--- src/rtl/lmsp_pkg.sv ---
// Shared types, codes and width constants of the LMS linear predictor.
package lmsp_pkg;

	// Default sizes handed to the top level.
	localparam int unsigned MAX_INPUTS_DEF = 64;
	localparam int unsigned FRAC_BITS_DEF  = 16;

	// Fixed field widths.
	localparam int unsigned DATA_W    = 32;
	localparam int unsigned RATE_W    = 18;
	localparam int unsigned COUNT_W   = 7;
	localparam int unsigned CFG_IDX_W = 3;

	// Function codes of an input request.
	typedef enum logic [1:0] {
		FUNC_PREDICT = 2'd0,
		FUNC_TRAIN   = 2'd1,
		FUNC_WRITE   = 2'd2,
		FUNC_READ    = 2'd3
	} func_t;

	// Kind codes of a result request.
	typedef enum logic [1:0] {
		KIND_PREDICT = 2'd0,
		KIND_TRAIN   = 2'd1,
		KIND_WEIGHT  = 2'd2
	} kind_t;

	// Configuration register indexes.
	typedef enum logic [CFG_IDX_W-1:0] {
		CFG_LEARN_RATE  = 3'd0,
		CFG_INPUT_COUNT = 3'd1,
		CFG_ERROR_MEAN  = 3'd2,
		CFG_LOWER_BOUND = 3'd3,
		CFG_UPPER_BOUND = 3'd4
	} cfg_reg_t;

	// Source of the weight memory read address.
	typedef enum logic [1:0] {
		RSEL_POS  = 2'd0,
		RSEL_ITEM = 2'd1,
		RSEL_BIAS = 2'd2,
		RSEL_WALK = 2'd3
	} rsel_t;

	// Commands from the controller to the datapath.
	typedef struct packed {
		logic  item_load;
		logic  target_load;
		logic  feat_mul;
		logic  raw_load;
		logic  lim_load;
		logic  out_load;
		logic  out_weight;
		logic  train;
		logic  step_load;
		logic  walk_issue;
		logic  weight_write;
		rsel_t rd_sel;
	} cmd_t;

	// Status from the datapath to the controller.
	typedef struct packed {
		logic out_free;
		logic idx_le_max;
		logic idx_le_n;
	} status_t;

endpackage

--- src/rtl/lmsp_ctrl.sv ---
// Controller of the LMS linear predictor: request sequencing, example position, weight walk.
module lmsp_ctrl #(
	parameter int unsigned MAX_INPUTS = lmsp_pkg::MAX_INPUTS_DEF,
	localparam int unsigned CW = $clog2(MAX_INPUTS + 1)
) (
	input  logic              clk,
	input  logic              arst_n,
	input  logic              in_valid,
	input  lmsp_pkg::func_t   in_func,
	output logic              in_ready,
	input  logic [CW-1:0]     n_active,
	input  lmsp_pkg::status_t status,
	output lmsp_pkg::cmd_t    cmd,
	output logic [CW-1:0]     pos,
	output logic [CW-1:0]     walk_idx
);
	import lmsp_pkg::*;

	typedef enum logic [3:0] {
		ST_IDLE,
		ST_WRITE,
		ST_READ,
		ST_READ_OUT,
		ST_FEAT,
		ST_FIN_ACC,
		ST_FIN_RAW,
		ST_FIN_LIM,
		ST_FIN_OUT,
		ST_STEP,
		ST_WALK,
		ST_DRAIN1,
		ST_DRAIN2
	} state_t;

	state_t        state_q;
	logic [CW-1:0] pos_q;
	logic [CW-1:0] walk_q;
	logic          train_q;
	logic          is_example;

	assign pos        = pos_q;
	assign walk_idx   = walk_q;
	assign is_example = in_func inside {FUNC_PREDICT, FUNC_TRAIN};

	// Commands decoded from the current state.
	always_comb begin
		cmd        = '0;
		cmd.rd_sel = RSEL_POS;
		in_ready   = 1'b0;
		case (state_q)
			ST_IDLE: begin
				// The weight at the current position is read ahead of the next feature.
				in_ready          = 1'b1;
				cmd.item_load     = in_valid;
				cmd.target_load   = in_valid && is_example && (pos_q == '0);
			end
			ST_WRITE: begin
				cmd.weight_write = status.idx_le_max;
			end
			ST_READ: begin
				cmd.rd_sel = RSEL_ITEM;
			end
			ST_READ_OUT: begin
				cmd.rd_sel     = RSEL_ITEM;
				cmd.out_load   = status.out_free;
				cmd.out_weight = 1'b1;
			end
			ST_FEAT: begin
				cmd.feat_mul = 1'b1;
			end
			ST_FIN_ACC: begin
				cmd.rd_sel = RSEL_BIAS;
			end
			ST_FIN_RAW: begin
				cmd.raw_load = 1'b1;
			end
			ST_FIN_LIM: begin
				cmd.lim_load = 1'b1;
			end
			ST_FIN_OUT: begin
				cmd.out_load = status.out_free;
				cmd.train    = train_q;
			end
			ST_STEP: begin
				cmd.step_load = 1'b1;
			end
			ST_WALK: begin
				cmd.rd_sel     = RSEL_WALK;
				cmd.walk_issue = 1'b1;
			end
			default: begin
			end
		endcase
	end

	// State, example position and walk counter.
	always_ff @(posedge clk or negedge arst_n) begin
		if (!arst_n) begin
			state_q <= ST_IDLE;
			pos_q   <= '0;
			walk_q  <= '0;
			train_q <= 1'b0;
		end else begin
			case (state_q)
				ST_IDLE: begin
					if (in_valid) begin
						case (in_func)
							FUNC_WRITE: state_q <= ST_WRITE;
							FUNC_READ:  state_q <= ST_READ;
							default: begin
								train_q <= (in_func == FUNC_TRAIN);
								if (pos_q != '0) begin
									state_q <= ST_FEAT;
								end else if (n_active == '0) begin
									state_q <= ST_FIN_ACC;
								end else begin
									pos_q <= CW'(1);
								end
							end
						endcase
					end
				end
				ST_WRITE: state_q <= ST_IDLE;
				ST_READ:  state_q <= ST_READ_OUT;
				ST_READ_OUT: begin
					if (status.out_free) begin
						state_q <= ST_IDLE;
					end
				end
				ST_FEAT: begin
					// The example completes once the position reaches the active count.
					if (pos_q >= n_active) begin
						pos_q   <= '0;
						state_q <= ST_FIN_ACC;
					end else begin
						pos_q   <= pos_q + CW'(1);
						state_q <= ST_IDLE;
					end
				end
				ST_FIN_ACC: state_q <= ST_FIN_RAW;
				ST_FIN_RAW: state_q <= ST_FIN_LIM;
				ST_FIN_LIM: state_q <= ST_FIN_OUT;
				ST_FIN_OUT: begin
					if (status.out_free) begin
						state_q <= train_q ? ST_STEP : ST_IDLE;
					end
				end
				ST_STEP: begin
					walk_q  <= '0;
					state_q <= ST_WALK;
				end
				ST_WALK: begin
					// Bias and every active weight are issued once, one per cycle.
					if (walk_q == n_active) begin
						state_q <= ST_DRAIN1;
					end else begin
						walk_q <= walk_q + CW'(1);
					end
				end
				ST_DRAIN1: state_q <= ST_DRAIN2;
				ST_DRAIN2: state_q <= ST_IDLE;
				default:   state_q <= ST_IDLE;
			endcase
		end
	end

	// The position never runs past the last feature slot.
	a_pos_range: assert property (@(posedge clk) disable iff (!arst_n)
		{1'b0, pos_q} <= (CW + 1)'(MAX_INPUTS))
		else $error("example position beyond feature store");

	// Weights are walked only after a training example.
	a_walk_train: assert property (@(posedge clk) disable iff (!arst_n)
		cmd.walk_issue |-> train_q)
		else $error("weight walk outside training");

endmodule

--- config.mk ---
export PLATFORM = sky130hd
export DESIGN_NAME = lmsp_ctrl
export DESIGN_NICKNAME = d
export VERILOG_FILES = /design/src/rtl/lmsp_pkg.sv /design/src/rtl/lmsp_ctrl.sv
export SDC_FILE = /design/constraint.sdc
export NUM_CORES = 1
export LEC_CHECK = 0
export BUFFER_PORTS_ARGS = -buffer_cell sky130_fd_sc_hd__buf_2
export CAP_MARGIN = 20
export CORE_MARGIN = 1.5
export CORE_UTILIZATION = 55
export CTS_BUF_LIST = sky130_fd_sc_hd__clkbuf_2
export DETAILED_ROUTE_END_ITERATION = 6
export GPL_TIMING_DRIVEN = 0
export PLACE_DENSITY = 0.91
export SLEW_MARGIN = 20
export SYNTH_ARGS = -nofsm -noshare
export SYNTH_HDL_FRONTEND = slang
export SYNTH_SLANG_ARGS = --single-unit
--- constraint.sdc ---
create_clock -name clk -period 2.7 [get_ports clk]
set_input_delay 0.54 -clock clk [delete_from_list [all_inputs] [get_ports clk]]
set_output_delay 0.54 -clock clk [all_outputs]
set_load 0.02 [all_outputs]
# Yosys cells after proc, flatten, opt, wreduce, memory -nomap -nowiden
# Index checks and enable logic that the tools add are counted.
# Widths: inputs -> output; s select.
[classes]
add_sub_neg = 2
multipliers = 0
div_mod_pow = 0
order_cmp = 1
n_eq_ne = 24
n_shift = 0
muxes = 30
n_bitwise = 1
n_reduce_logical = 17
[op_table]
columns = ["cell", "count"]
rows = [
  ["$pmux 4 s11", 1],
  ["$mux 7", 6],
  ["$mux 4", 7],
  ["$pmux 7 s2", 2],
  ["$eq 4x3->1 const B", 4],
  ["$eq 4x4->1 const B", 4],
  ["$ne 2x2->1 const B", 8],
  ["$add 7x1->7 const B", 2],
  ["$logic_not 7->1", 2],
  ["$mux 1", 10],
  ["$reduce_and 5->1", 2],
  ["$eq 4x2->1 const B", 2],
  ["$pmux 4 s2", 1],
  ["$eq 7x7->1", 1],
  ["$ge 7x7->1", 1],
  ["$reduce_bool 7->1", 1],
  ["$pmux 2 s3", 1],
  ["$reduce_bool 2->1", 3],
  ["$reduce_or 2->1", 3],
  ["$ne 5x3->1 const B", 1],
  ["$eq 2x2->1 const B", 2],
  ["$eq 4x1->1 const B", 1],
  ["$logic_not 4->1", 1],
  ["$mux 3", 1],
  ["7 further kinds", 8],
]
[totals]
reg_bits = 19
latchBits = 0
mem_bits_rw = 0
romBits = 0
inputBits = 15
word_cells = 79
memories = 0

# Logic depth before layout (Yosys ltp)
[depth]
depth_word = 6
depth_mapped = 8
depth_no_buf = 7

# Least setup slack after synthesis
# OpenSTA, ideal clock, no wires.
[synth_timing]
path_kind = "input-to-reg"
start = "in n_active[4]"
end = "reg state_q[1]"
t_arrival_ns = 2.166
required_time_ns = 2.575
path_slack_ns = 0.410
cell_stages = 5
path_buffers = 0
path_cell_list = "or4_4 > o41ai_4 > nor2_2 > a2111oi_4 > mux2_2"
[synth_via]
elab_chain_len = 3
[synth_lines]
columns = ["item", "line_no", "source"]
rows = [
  ["from (decl)", "lmsp_ctrl.sv:11", "input logic [CW-1:0] n_active,"],
  ["$logic_not 7->1 or $eq 7x7->1 (tied branches)", "lmsp_ctrl.sv:114, lmsp_ctrl.sv:154", ""],
  ["$ne 5x3->1 (no line) or $ne 2x2->1 (tied branches)", "n/a", ""],
  ["$reduce_and 5->1 (no line) (*)", "n/a", ""],
  ["to (signal assigned)", "lmsp_ctrl.sv:145", "state_q <= train_q ? ST_STEP : ST_IDLE;"],
  ["to (decl)", "lmsp_ctrl.sv:35", "state_t state_q;"],
]
# Mark *: on every way between the ends. The rest lies on a longest branch, timed or not.
# A chain may end at the register's enable or synchronous reset.

==> impl_results.md <==
- Status: finished with violations
- Failing checks: design-rule violations
- Mapped Cells: 187
- Largest net degree at the start of global routing: 20
- Worst min-delay path category: input pin to async pin
- Main synth FF type: dfrtp_1
- Diodes inserted: 0
- Final instance area: 0.00191 mm²
- Syn Area/Cell: 8.79 µm²
- Startpoint type of the worst setup path: flip-flop
- Core Rows: 19
- Syn Std Cell Area: 0.00164 mm²
- Post-layout nets: 261
- Root buffer cell: clkbuf_2
- Synth Area in XOR/XNOR: 3.73%
- Combinational family with the most area after synthesis: simple AND/OR/NAND/NOR gates
- Vias in the first global route: 1337
- TritonCTS clock tree: built
- 1st-iter DRT viols: 90
- Port buffer count: 41
- Sink Count: 19
- Max capacitance violation total: 0
- Die footprint: 0.00332 mm²
- Worst slack, placed: 106 ps
- Die span in y: 57.7 µm
- DRC: 7
- Critical path peak fanout: 5
- First-pass iteration count of the detailed router: 6
- Final WS setup: 161 ps
- Worst skew pair latency: 320 ps
- PD cells: 773 mW/mm²
- # H-tree levels: 1
- Slew of the pin with the lowest slew margin: 574 ps
- Slew headroom: 61.2%
- DR WL/cell: 14.1 µm
- First-pass GRT wire length: 6040 µm
- Area after DPL: 0.00189 mm²
- Min cycle time layout: 2540 ps
- Number of vias in the routed layout: 1571
- Global Route Usage Sum: 22.9%
- Final hold violations: 0
- Post-synthesis to final-layout area growth: 16.5%
- Placed Cells: 259
- Most common cell after layout, fill and taps aside: buf_2
- Setup Skew: 20.8 ps
- Antenna Violating Nets Remaining: 0
- Cell Count, Final, Fillers Out: 263
- Vias per inst: 5.97
- Gr ovfl total: 0
- Fin crit share: 94.0%
- Synth Area in Compound Gates: 19.0%
- WP data arrival: 2000 ps
- Seq/Total Area, Yosys: 28.9%
- Simple-Gate Fraction of Synth Area: 24.1%
- WS Path Type: flip-flop to output port
- Placer Congestion: 0.864
- Critical path capture point type: output port
- Worst EP required: 2160 ps
- Yosys cell types: 45
- HPWL after DPL: 2780 µm
- Fraction of registers with async set/reset: 100%
- Core Area: 0.00281 mm²
- Starting Density: 58.6%
- Synth Area in Adders: 9.90%
- Leakage power: 0.00106 µW
- Final design utilization: 68.2%
- Most frequent cells in the layout: 41 x buf_2, 21 x nand2_1, 19 x dfrtp_1, 18 x inv_1, 12 x ha_1
- Clock-pin slew on the worst setup and hold paths: 200 ps
- I/O pins: 43
- Synth warnings: 0
- Final count of negative-setup-slack endpoints: 0
- Routed wire length: 3700 µm
- CTS buffer count: 3
- Unrepaired setup endpoints after global routing: false
- Die W: 57.7 µm
- CTS Buffer Depth: 2
- #FFs+latches synth: 19
- Post-synth EDFFs: 0
- Slew Limit Fails: 0
- Layout cells sized above 1: 26.7%
- Mapped Nets: 215
- Fillers: 233
- Peak VDD IR: 0.435 mV
- Max Clock Freq: 394 MHz
- Sum Neg Setup Slack: 0 ps
- Initial antenna violation count: 0
- Mux share of post-synthesis cell area: 7.62%
==> layout make-up <==
type	count	area [µm²]	share of cell area [%]
Buffer	6	41.3	2.16
Clock buffer	4	20.0	1.05
Inverter	18	67.6	3.53
Multi-Input combinational cell	143	1060	55.3
Sequential cell	19	475	24.8
Tap cell	31	38.8	2.03
Timing Repair Buffer	42	213	11.1
==> what timing repair did <==
action,CTS,global route
gates cloned,0,0
setup endpoints to repair,1,1
setup buffers,0,1
gates resized for setup,1,1
hold buffers,0,0
==> power breakdown <==
group / switching (µW) / leakage (µW) / internal, µW
Sequential: 101 / 0.000230 / 360
Combinational: 526 / 0.000817 / 361
Clock: 91.5 / 0.0000166 / 39.2
Total: 719 / 0.00106 / 761
==> worst max-delay path: stages, from the launching register on <==
cell and delay [ps]:
dfrtp_1 460, inv_1 120, ha_1 150, nor4b_1 480, nand2_1 170, nor2_1 140, buf_2 180
==> logic make-up (layout without fill, tap and decap cells) <==
family | Yosys count | count (layout)
compound gates | 40 | 40
mux | 12 | 12
flops | 19 | 19
fa+ha+maj | 13 | 13
buf+inv | 25 | 70
simple gates | 71 | 71
xor+xnor | 7 | 7
==> metal layers <==
metal,track usage [%],share of wire [%],up-vias
met4,4.98,1.5,0
met3,2.68,4.6,7
met5,0,0,-
li1,-,-,759
met2,38.1,48,47
met1,32.1,46,758
==> registers in the layout, summed over array words and instances, names as in the netlist <==
register  count
pos           7
train_q       1
walk_idx      7
state_q       4
==> through the flow <==
| step | hold slack (ps) | power [µW] |
|---|---|---|
| after floorplan | 244 | 1100 |
| after global placement | 513 | 1310 |
| after detailed placement | 518 | 1330 |
| after CTS | 154 | 1460 |
| after global routing | 148 | 1580 |
| final | 120 | 1480 |
==> synth_stat cells (2+ instances only) <==
cell	number	area share (%)
o211ai_1	2	0.91
a21o_1	3	1.4
nor2_1	10	2.3
nand2_1	21	4.8
nand4_1	4	1.5
or3_1	2	0.76
nor3_1	5	1.5
nand3_1	4	1.2
ha_1	13	9.9
o22ai_1	3	1.1
mux2i_1	8	4.9
and3_1	6	2.3
xnor2_1	3	1.6
dfrtp_1	19	29
nand2b_1	2	0.76
clkbuf_1	5	1.1
o21ai_0	9	2.7
a21oi_1	9	2.7
xor2_1	4	2.1
mux2_2	4	2.7
inv_1	18	4.1
a22o_1	4	2.1
nor2b_1	7	2.7
==> final timing paths <==
path                        startpoint          to  slack (ps)  cells after the start
setup / recovery                pos[0]     cmd[11]         160                      6
hold / removal                  arst_n  state_q[1]         120                      1
setup reg to reg           walk_idx[2]  state_q[3]         290                      5
hold reg to reg             state_q[3]  state_q[3]         570                      1
max in group asynchronous       arst_n      pos[2]        2240                      1
min in group clk            in_func[0]     train_q         500                      2
Power figures use the tool's default switching activity.
